<file path="config.mk">
export PLATFORM = sky130hd
export DESIGN_NAME = buddy_block_allocator
export DESIGN_NICKNAME = d
export VERILOG_FILES = /design/src/bba_pkg.sv /design/src/bba_map.sv /design/src/buddy_block_allocator.sv
export SDC_FILE = /design/constraint.sdc
export NUM_CORES = 2
export LEC_CHECK = 0
export BUFFER_PORTS_ARGS = -buffer_cell sky130_fd_sc_hd__buf_2
export CAP_MARGIN = 20
export CORE_ASPECT_RATIO = 0.8
export CORE_MARGIN = 2
export CORE_UTILIZATION = 40
export CTS_BUF_LIST = sky130_fd_sc_hd__clkbuf_4 sky130_fd_sc_hd__clkbuf_8
export DETAILED_ROUTE_END_ITERATION = 8
export GPL_TIMING_DRIVEN = 0
export SYNTH_ARGS = -nofsm -noshare
export SYNTH_HDL_FRONTEND = slang
export SYNTH_SLANG_ARGS = --single-unit
</file>
<file path="constraint.sdc">
create_clock -name clk -period 81.3 [get_ports clk]
set_input_delay 16.26 -clock clk [delete_from_list [all_inputs] [get_ports clk]]
set_output_delay 16.26 -clock clk [all_outputs]
set_load 0.05 [all_outputs]
</file>
<file path="src/bba_pkg.sv">
// Package for the buddy block allocator: field widths, command and status codes,
// and the sequencer state type. No dependencies.
package bba_pkg;

  localparam int unsigned REQ_W       = 24;
  localparam int unsigned NODE_IN_W   = 9;
  localparam int unsigned LEVEL_OUT_W = 4;
  localparam int unsigned OFFSET_W    = 24;
  localparam int unsigned NLEV_W      = 4;
  localparam int unsigned BUCKET_W    = 16;
  localparam int unsigned HEADER_BYTES = 4;
  localparam int unsigned IN_DATA_W   = 40;
  localparam int unsigned OUT_DATA_W  = 40;
  localparam int unsigned CFG_ADDR_W  = 1;

  typedef enum logic {
    CMD_ALLOC = 1'b0,
    CMD_FREE  = 1'b1
  } cmd_t;

  typedef enum logic [1:0] {
    STS_OK       = 2'd0,
    STS_NO_SPACE = 2'd1,
    STS_TOO_BIG  = 2'd2,
    STS_BAD_NODE = 2'd3
  } status_t;

  typedef enum logic [CFG_ADDR_W-1:0] {
    REG_NUM_LEVELS = 1'b0,
    REG_MIN_BUCKET = 1'b1
  } reg_idx_t;

  typedef enum logic [3:0] {
    S_CLEAR,
    S_IDLE,
    S_A_CHK,
    S_A_LVL,
    S_A_SCAN,
    S_A_TAKE,
    S_A_SPR,
    S_A_SPL,
    S_A_OFS,
    S_F_RD,
    S_F_CHK,
    S_F_UP,
    S_F_BUD,
    S_F_CLR,
    S_RESP
  } state_t;

endpackage

</file>
<file path="src/bba_map.sv">
// Free-block bitmap storage: one bit per tree node, one write and one read
// port, registered read data. No dependencies.
module bba_map #(
  parameter int unsigned ADDR_W = 9
) (
  input  logic              clk,
  input  logic              we,
  input  logic [ADDR_W-1:0] waddr,
  input  logic              wdata,
  input  logic [ADDR_W-1:0] raddr,
  output logic              rdata
);

  logic mem [2**ADDR_W];

  always_ff @(posedge clk) begin
    if (we) begin
      mem[waddr] <= wdata;
    end
  end

  always_ff @(posedge clk) begin
    rdata <= mem[raddr];
  end

endmodule

</file>
<file path="src/buddy_block_allocator.sv">
// Buddy block allocator top level: stream channels, config registers, sequencer.
// Depends on bba_pkg and bba_map.
//
// Usage: an allocate or free request enters on the in_ channel (in_tuser selects
// the command). Exactly one result per request leaves on the out_ channel with a
// status in out_tuser. One request is worked at a time; in_tready is high only
// when the sequencer is idle. The free map is a bit memory with one write and one
// read port.
// Allocate: descend to the deepest level that fits, scan its nodes (trying shallower
// levels if none is free), take the block and split it down; the scan of a level dominates.
// Free: check the node, then merge buddy pairs upward while the buddy is free.
// After reset the map is cleared one node per cycle, all 2^(MAX_TREE_LEVELS+1) nodes
// (512 at the default); no request is taken meanwhile, config writes are.
// A finished result waits in the output register until out_tready; the next
// request is taken the cycle after the result is handed over.
// Config writes: cfg_addr 0 is num_levels, 1 is min_bucket_bytes; write only
// while idle.
module buddy_block_allocator #(
  parameter int unsigned MAX_TREE_LEVELS = 8
) (
  input  logic                                  clk,
  input  logic                                  rst_n,
  input  logic                                  in_tvalid,
  output logic                                  in_tready,
  input  logic [bba_pkg::IN_DATA_W-1:0]         in_tdata,  // request_bytes, node_index
  input  logic                                  in_tuser,  // command
  output logic                                  out_tvalid,
  input  logic                                  out_tready,
  output logic [bba_pkg::OUT_DATA_W-1:0]        out_tdata, // granted_node, granted_level,
                                                           // block_offset
  output logic [1:0]                            out_tuser, // status
  input  logic                                  cfg_we,
  input  logic [bba_pkg::CFG_ADDR_W-1:0]        cfg_addr,
  input  logic [bba_pkg::BUCKET_W-1:0]          cfg_wdata
);

  localparam int unsigned NODE_W = MAX_TREE_LEVELS + 1;
  localparam int unsigned LVL_W  = $clog2(MAX_TREE_LEVELS + 1);
  localparam int unsigned MEM_W  = bba_pkg::BUCKET_W + MAX_TREE_LEVELS;
  localparam int unsigned NEED_W = bba_pkg::REQ_W + 1;
  localparam int unsigned CMP_W  = (MEM_W > NEED_W) ? MEM_W : NEED_W;
  localparam int unsigned PROD_W = NODE_W + MEM_W;

  bba_pkg::state_t                state_r, state_nxt;
  logic [bba_pkg::NLEV_W-1:0]     nlev_r;
  logic [bba_pkg::BUCKET_W-1:0]   bucket_r;
  bba_pkg::cmd_t                  cmd_r, cmd_nxt;
  logic [bba_pkg::REQ_W-1:0]      req_r, req_nxt;
  logic [bba_pkg::NODE_IN_W-1:0]  node_in_r, node_in_nxt;
  logic [MEM_W-1:0]               blk_r, blk_nxt;
  logic [LVL_W-1:0]               k_r, k_nxt;
  logic [LVL_W-1:0]               j_r, j_nxt;
  logic [NODE_W-1:0]              cur_r, cur_nxt;
  logic [NODE_W:0]                scan_r, scan_nxt;
  logic                           chk_v_r, chk_v_nxt;
  logic [NODE_W-1:0]              clr_r, clr_nxt;
  bba_pkg::status_t               sts_r, sts_nxt;
  logic [bba_pkg::NODE_IN_W-1:0]  gnode_r, gnode_nxt;
  logic [bba_pkg::LEVEL_OUT_W-1:0] glvl_r, glvl_nxt;
  logic [bba_pkg::OFFSET_W-1:0]   ofs_r, ofs_nxt;

  logic                           map_we;
  logic [NODE_W-1:0]              map_waddr;
  logic                           map_wdata;
  logic [NODE_W-1:0]              map_raddr;
  logic                           map_rdata;

  logic [LVL_W-1:0]               eff_l;
  logic [MEM_W-1:0]               mem_bytes;
  logic [CMP_W-1:0]               need_c;
  logic [NODE_W:0]                lvl_end;
  logic [NODE_W-1:0]              idx;
  logic [PROD_W-1:0]              prod;
  logic                           bad_free;

  bba_map #(.ADDR_W(NODE_W)) u_map (
    .clk   (clk),
    .we    (map_we),
    .waddr (map_waddr),
    .wdata (map_wdata),
    .raddr (map_raddr),
    .rdata (map_rdata)
  );

  assign eff_l     = (32'(nlev_r) > MAX_TREE_LEVELS) ? LVL_W'(MAX_TREE_LEVELS)
                                                     : LVL_W'(nlev_r);
  assign mem_bytes = MEM_W'(bucket_r) << eff_l;
  assign need_c    = CMP_W'(req_r) + CMP_W'(bba_pkg::HEADER_BYTES);
  assign lvl_end   = (NODE_W+1)'(2) << j_r;
  assign idx       = cur_r - (NODE_W'(1) << k_r);
  assign prod      = PROD_W'(idx) * PROD_W'(blk_r);
  assign bad_free  = (node_in_r == '0) || (32'(node_in_r) >= (32'd2 << eff_l)) || map_rdata;

  assign in_tready  = (state_r == bba_pkg::S_IDLE);
  assign out_tvalid = (state_r == bba_pkg::S_RESP);
  assign out_tuser  = sts_r;
  assign out_tdata  = {3'b000, ofs_r, glvl_r, gnode_r};

  always_ff @(posedge clk) begin
    if (!rst_n) begin
      nlev_r   <= bba_pkg::NLEV_W'(8);
      bucket_r <= bba_pkg::BUCKET_W'(64);
    end else if (cfg_we) begin
      unique case (cfg_addr)
        bba_pkg::REG_NUM_LEVELS: nlev_r   <= cfg_wdata[bba_pkg::NLEV_W-1:0];
        bba_pkg::REG_MIN_BUCKET: bucket_r <= cfg_wdata;
        default: ;
      endcase
    end
  end

  always_ff @(posedge clk) begin
    if (!rst_n) begin
      state_r <= bba_pkg::S_CLEAR;
      clr_r   <= '0;
      chk_v_r <= 1'b0;
    end else begin
      state_r <= state_nxt;
      clr_r   <= clr_nxt;
      chk_v_r <= chk_v_nxt;
    end
  end

  always_ff @(posedge clk) begin
    cmd_r     <= cmd_nxt;
    req_r     <= req_nxt;
    node_in_r <= node_in_nxt;
    blk_r     <= blk_nxt;
    k_r       <= k_nxt;
    j_r       <= j_nxt;
    cur_r     <= cur_nxt;
    scan_r    <= scan_nxt;
    sts_r     <= sts_nxt;
    gnode_r   <= gnode_nxt;
    glvl_r    <= glvl_nxt;
    ofs_r     <= ofs_nxt;
  end

  always_comb begin
    state_nxt   = state_r;
    cmd_nxt     = cmd_r;
    req_nxt     = req_r;
    node_in_nxt = node_in_r;
    blk_nxt     = blk_r;
    k_nxt       = k_r;
    j_nxt       = j_r;
    cur_nxt     = cur_r;
    scan_nxt    = scan_r;
    chk_v_nxt   = chk_v_r;
    clr_nxt     = clr_r;
    sts_nxt     = sts_r;
    gnode_nxt   = gnode_r;
    glvl_nxt    = glvl_r;
    ofs_nxt     = ofs_r;
    map_we      = 1'b0;
    map_waddr   = cur_r;
    map_wdata   = 1'b0;
    map_raddr   = cur_r;

    unique case (state_r)
      bba_pkg::S_CLEAR: begin
        map_we    = 1'b1;
        map_waddr = clr_r;
        map_wdata = (clr_r == NODE_W'(1));
        clr_nxt   = clr_r + NODE_W'(1);
        if (clr_r == '1) begin
          state_nxt = bba_pkg::S_IDLE;
        end
      end

      bba_pkg::S_IDLE: begin
        if (in_tvalid) begin
          cmd_nxt     = bba_pkg::cmd_t'(in_tuser);
          req_nxt     = in_tdata[bba_pkg::REQ_W-1:0];
          node_in_nxt = in_tdata[bba_pkg::REQ_W +: bba_pkg::NODE_IN_W];
          cur_nxt     = NODE_W'(in_tdata[bba_pkg::REQ_W +: bba_pkg::NODE_IN_W]);
          sts_nxt     = bba_pkg::STS_OK;
          gnode_nxt   = '0;
          glvl_nxt    = '0;
          ofs_nxt     = '0;
          state_nxt   = (in_tuser == bba_pkg::CMD_FREE) ? bba_pkg::S_F_RD : bba_pkg::S_A_CHK;
        end
      end

      bba_pkg::S_A_CHK: begin
        blk_nxt = mem_bytes;
        k_nxt   = '0;
        if (need_c > CMP_W'(mem_bytes)) begin
          sts_nxt   = bba_pkg::STS_TOO_BIG;
          state_nxt = bba_pkg::S_RESP;
        end else begin
          state_nxt = bba_pkg::S_A_LVL;
        end
      end

      bba_pkg::S_A_LVL: begin
        if ((k_r < eff_l) && (CMP_W'(blk_r >> 1) >= need_c)) begin
          k_nxt   = k_r + LVL_W'(1);
          blk_nxt = blk_r >> 1;
        end else begin
          j_nxt     = k_r;
          scan_nxt  = (NODE_W+1)'(1) << k_r;
          chk_v_nxt = 1'b0;
          state_nxt = bba_pkg::S_A_SCAN;
        end
      end

      bba_pkg::S_A_SCAN: begin
        map_raddr = scan_r[NODE_W-1:0];
        if (chk_v_r && map_rdata) begin
          cur_nxt   = NODE_W'(scan_r - (NODE_W+1)'(1));
          chk_v_nxt = 1'b0;
          state_nxt = bba_pkg::S_A_TAKE;
        end else if (scan_r < lvl_end) begin
          chk_v_nxt = 1'b1;
          scan_nxt  = scan_r + (NODE_W+1)'(1);
        end else if (chk_v_r) begin
          chk_v_nxt = 1'b0;
        end else if (j_r == '0) begin
          sts_nxt   = bba_pkg::STS_NO_SPACE;
          state_nxt = bba_pkg::S_RESP;
        end else begin
          j_nxt    = j_r - LVL_W'(1);
          scan_nxt = (NODE_W+1)'(1) << (j_r - LVL_W'(1));
        end
      end

      bba_pkg::S_A_TAKE: begin
        map_we    = 1'b1;
        map_waddr = cur_r;
        map_wdata = 1'b0;
        state_nxt = (j_r == k_r) ? bba_pkg::S_A_OFS : bba_pkg::S_A_SPR;
      end

      bba_pkg::S_A_SPR: begin
        map_we    = 1'b1;
        map_waddr = {cur_r[NODE_W-2:0], 1'b1};
        map_wdata = 1'b1;
        state_nxt = bba_pkg::S_A_SPL;
      end

      bba_pkg::S_A_SPL: begin
        map_we    = 1'b1;
        map_waddr = {cur_r[NODE_W-2:0], 1'b0};
        map_wdata = 1'b0;
        cur_nxt   = {cur_r[NODE_W-2:0], 1'b0};
        j_nxt     = j_r + LVL_W'(1);
        state_nxt = ((j_r + LVL_W'(1)) == k_r) ? bba_pkg::S_A_OFS : bba_pkg::S_A_SPR;
      end

      bba_pkg::S_A_OFS: begin
        gnode_nxt = bba_pkg::NODE_IN_W'(cur_r);
        glvl_nxt  = bba_pkg::LEVEL_OUT_W'(k_r);
        ofs_nxt   = bba_pkg::OFFSET_W'(prod);
        state_nxt = bba_pkg::S_RESP;
      end

      bba_pkg::S_F_RD: begin
        map_raddr = cur_r;
        state_nxt = bba_pkg::S_F_CHK;
      end

      bba_pkg::S_F_CHK: begin
        if (bad_free) begin
          sts_nxt   = bba_pkg::STS_BAD_NODE;
          state_nxt = bba_pkg::S_RESP;
        end else begin
          state_nxt = bba_pkg::S_F_UP;
        end
      end

      bba_pkg::S_F_UP: begin
        map_raddr = {cur_r[NODE_W-1:1], ~cur_r[0]};
        if (cur_r == NODE_W'(1)) begin
          map_we    = 1'b1;
          map_waddr = cur_r;
          map_wdata = 1'b1;
          state_nxt = bba_pkg::S_RESP;
        end else begin
          state_nxt = bba_pkg::S_F_BUD;
        end
      end

      bba_pkg::S_F_BUD: begin
        map_we = 1'b1;
        if (map_rdata) begin
          map_waddr = {cur_r[NODE_W-1:1], ~cur_r[0]};
          map_wdata = 1'b0;
          state_nxt = bba_pkg::S_F_CLR;
        end else begin
          map_waddr = cur_r;
          map_wdata = 1'b1;
          state_nxt = bba_pkg::S_RESP;
        end
      end

      bba_pkg::S_F_CLR: begin
        map_we    = 1'b1;
        map_waddr = cur_r;
        map_wdata = 1'b0;
        cur_nxt   = cur_r >> 1;
        state_nxt = bba_pkg::S_F_UP;
      end

      bba_pkg::S_RESP: begin
        if (out_tready) begin
          state_nxt = bba_pkg::S_IDLE;
        end
      end

      default: begin
        state_nxt = bba_pkg::S_IDLE;
      end
    endcase
  end

endmodule
</file>
==> flow_metrics.env <==
export IMPL_outcome="finished clean"
export IMPL_critPathArrivalTime_ps=2730
export IMPL_cts_resized=0
export IMPL_drv_cap=0
export IMPL_htreeDepth=3
export IMPL_ys_types=85
export IMPL_crit_type="register to primary output"
export IMPL_whs_ps=502.1
export IMPL_die_area_um2=98400
export IMPL_fp_row_count=101
export IMPL_dp_cells=5095
export IMPL_cp_start_kind="register"
export IMPL_detail_route_wl_per_cell_um=23.57
export IMPL_multi_input_area_um2=16800
export IMPL_area_growth_pct=12.44
export IMPL_hold_viol_final=0
export IMPL_dr_pass1_iters=6
export IMPL_avgSynthCellArea_um2=10.42
export IMPL_drive_gt1_share_pct=10.13
export IMPL_cts_buffers=109
export IMPL_fin_nets=4235
export IMPL_ioPinCount=107
export IMPL_clk_pin_slew_ps=70
export IMPL_core_region_area_um2=95030
export IMPL_ctsRootBufferMaster="clkbuf_8"
export IMPL_setup_viol=0
export IMPL_fin_crit_ps=18990
export IMPL_drt_wl_total_um=124900
export IMPL_cp_max_fo=10
export IMPL_synth_edff_count=635
export IMPL_yosysWarnings=0
export IMPL_clkLatencyLatePin_ps=790
export IMPL_portBuffers=96
export IMPL_end_kind="primary output"
export IMPL_tightest_slew_ps=1181
export IMPL_place_hpwl_um=89020
export IMPL_cp_required_ps=65040
export IMPL_netlist_area_um2=38360
export IMPL_final_max_slew_viol_count=0
export IMPL_worst_slack_ps=62310
export IMPL_dpl_worst_slack_ps=63170
export IMPL_setup_tns_final_ps=0
export IMPL_grt_pass1_wl_um=181700
export IMPL_antenna_left=0
export IMPL_fillers=9064
export IMPL_min_period_over_period_pct=23.35
export IMPL_seq_area_frac_synth_pct=51.54
export IMPL_relSlewSlack_pct=21.29
export IMPL_die_h_um=281.0
export IMPL_fmax_ghz=0.05267
export IMPL_die_x_um=350.2
export IMPL_synth_top_cell_by_area="edfxtp_1"
export IMPL_cts_tree="built"
export IMPL_synthCells=3681
export IMPL_fin_skew_ps=75.22
export IMPL_grt_pass1_vias=27830
export IMPL_cts_hold_buf=0
export IMPL_synth_seq_cells=670
export IMPL_drtIter0Drc=3636
export IMPL_gp_congestion=0.9613
export IMPL_grt_usage_pct=25.09
export IMPL_clock_sinks=670
export IMPL_grt_overflow=0
export IMPL_post_cts_repair_setup_buffers=0
export IMPL_synthTopCellsByArea="edfxtp_1 50%, fa_1 6.5%, nor2_1 6.4%"
export IMPL_rsz0062_at_grt="no"
export IMPL_regArea_um2=19770
export IMPL_yosys_most_used_dff="edfxtp_1"
export IMPL_yosys_area_top_type_share_pct=49.71
export IMPL_min_path_type="register to register"
export IMPL_drcViolationCount=0
export IMPL_antenna_found_initial=2
export IMPL_cts_path_max_buffers=3
export IMPL_final_cells=5298
export IMPL_viasPerCell=5.629
export IMPL_start_util_pct=40.36
export IMPL_grt_max_degree=31
export IMPL_vias=29820
export IMPL_async_flop_share_pct=0
[logic make-up (layout without fill, tap and decap cells)]
group           count (synthesis)  count (layout)  share of synthesized area [%]
buf+inv                       452             778                          4.743
mux                           134             134                          4.361
fa+ha+maj                     250             250                          10.58
simple gates                 1647            1647                          18.95
compound gates                450             450                          7.989
flops                         670             670                          51.54
other cells                     1               5                       0.009776
xor+xnor                       77              77                          1.830
[cells in the final DEF (no fill, tap or decap), drive strengths merged, types with 13 or more instances in the layout]
cell      n
nor2    652
edfxtp  635
nand2   509
clkbuf  322
inv     214
buf     202
ha      126
fa      124
nand3   113
a21oi   112
mux2i    97
and2     96
o21ai    79
nor3     69
nand2b   58
xnor2    41
clkinv   37
and3     36
dfxtp    35
xor2     34
nor2b    31
a31oi    31
nand4    25
mux4     25
a22oi    23
a211oi   22
a311oi   22
nor4     21
a21boi   20
a21o     18
a32oi    18
a32o     14
o21a     13
[critical path: stages, from the launching register on]
cell      delay [ps]
dfxtp_1          540
clkbuf_1         430
clkinv_1         370
nand2_1          260
nor2_1           110
buf_2            220
[state kept, by name, summed over array words and instances (netlist names), 9 cells and up]
register	flops
u_map.mem	512
req_r	24
node_in_r	9
blk_r	24
gnode_r	9
bucket_r	16
clr_r	9
scan_r	10
cur_r	9
ofs_r	24
[metrics by stage]
stage               utilization, %  cell area, um2
finish                       45.39           43130
global route                 45.38           43130
CTS                          45.34           43090
detailed placement           43.07           40930
global placement             42.57           40460
floorplan                        -           38370
[routing by layer]
layer / wire (um) / part of all wire, % / global-route usage, % / up-vias
li1: - / - / - / 13290
met2: 51140 / 41 / 34.97 / 1536
met5: 13 / 0.010 / 0 / -
met3: 14960 / 12 / 7.188 / 191
met1: 55880 / 45 / 37.79 / 14810
met4: 2863 / 2.3 / 6.603 / 2
[layout make-up]
class,instances,share of cell area (%)
Sequential cell,670,45.84
Clock inverter,43,0.7194
Tap cell,1287,3.734
Clock buffer,155,4.293
Timing Repair Buffer,128,2.240
Multi-Input combinational cell,2561,38.95
Buffer,241,2.382
Antenna cell,2,0.01160
Inverter,211,1.836
[synth_stat cells, types with 34 or more instances]
cell type	n
nand2_1	509
nor3_1	67
nor2_1	650
clkbuf_1	167
a21oi_1	112
o21ai_0	74
buf_2	38
and3_1	36
dfxtp_1	35
nand2b_1	58
xor2_1	34
ha_1	126
inv_1	209
and2_1	96
nand3_1	112
xnor2_1	41
edfxtp_1	635
mux2i_1	96
fa_1	124
[worst paths after layout]
path	startpoint	slack [ps]	endpoint	depth (start not counted)
min	bucket_r[8]	500	bucket_r[8]	2
min reg2reg	bucket_r[8]	500	bucket_r[8]	2
max reg2reg	k_r[0]	72720	ofs_r[23]	32
max	state_r[0]	62310	out_tvalid	5
Power is not shown: default switching activity piles up to over one toggle a cycle in this logic, so the estimate is an artifact.
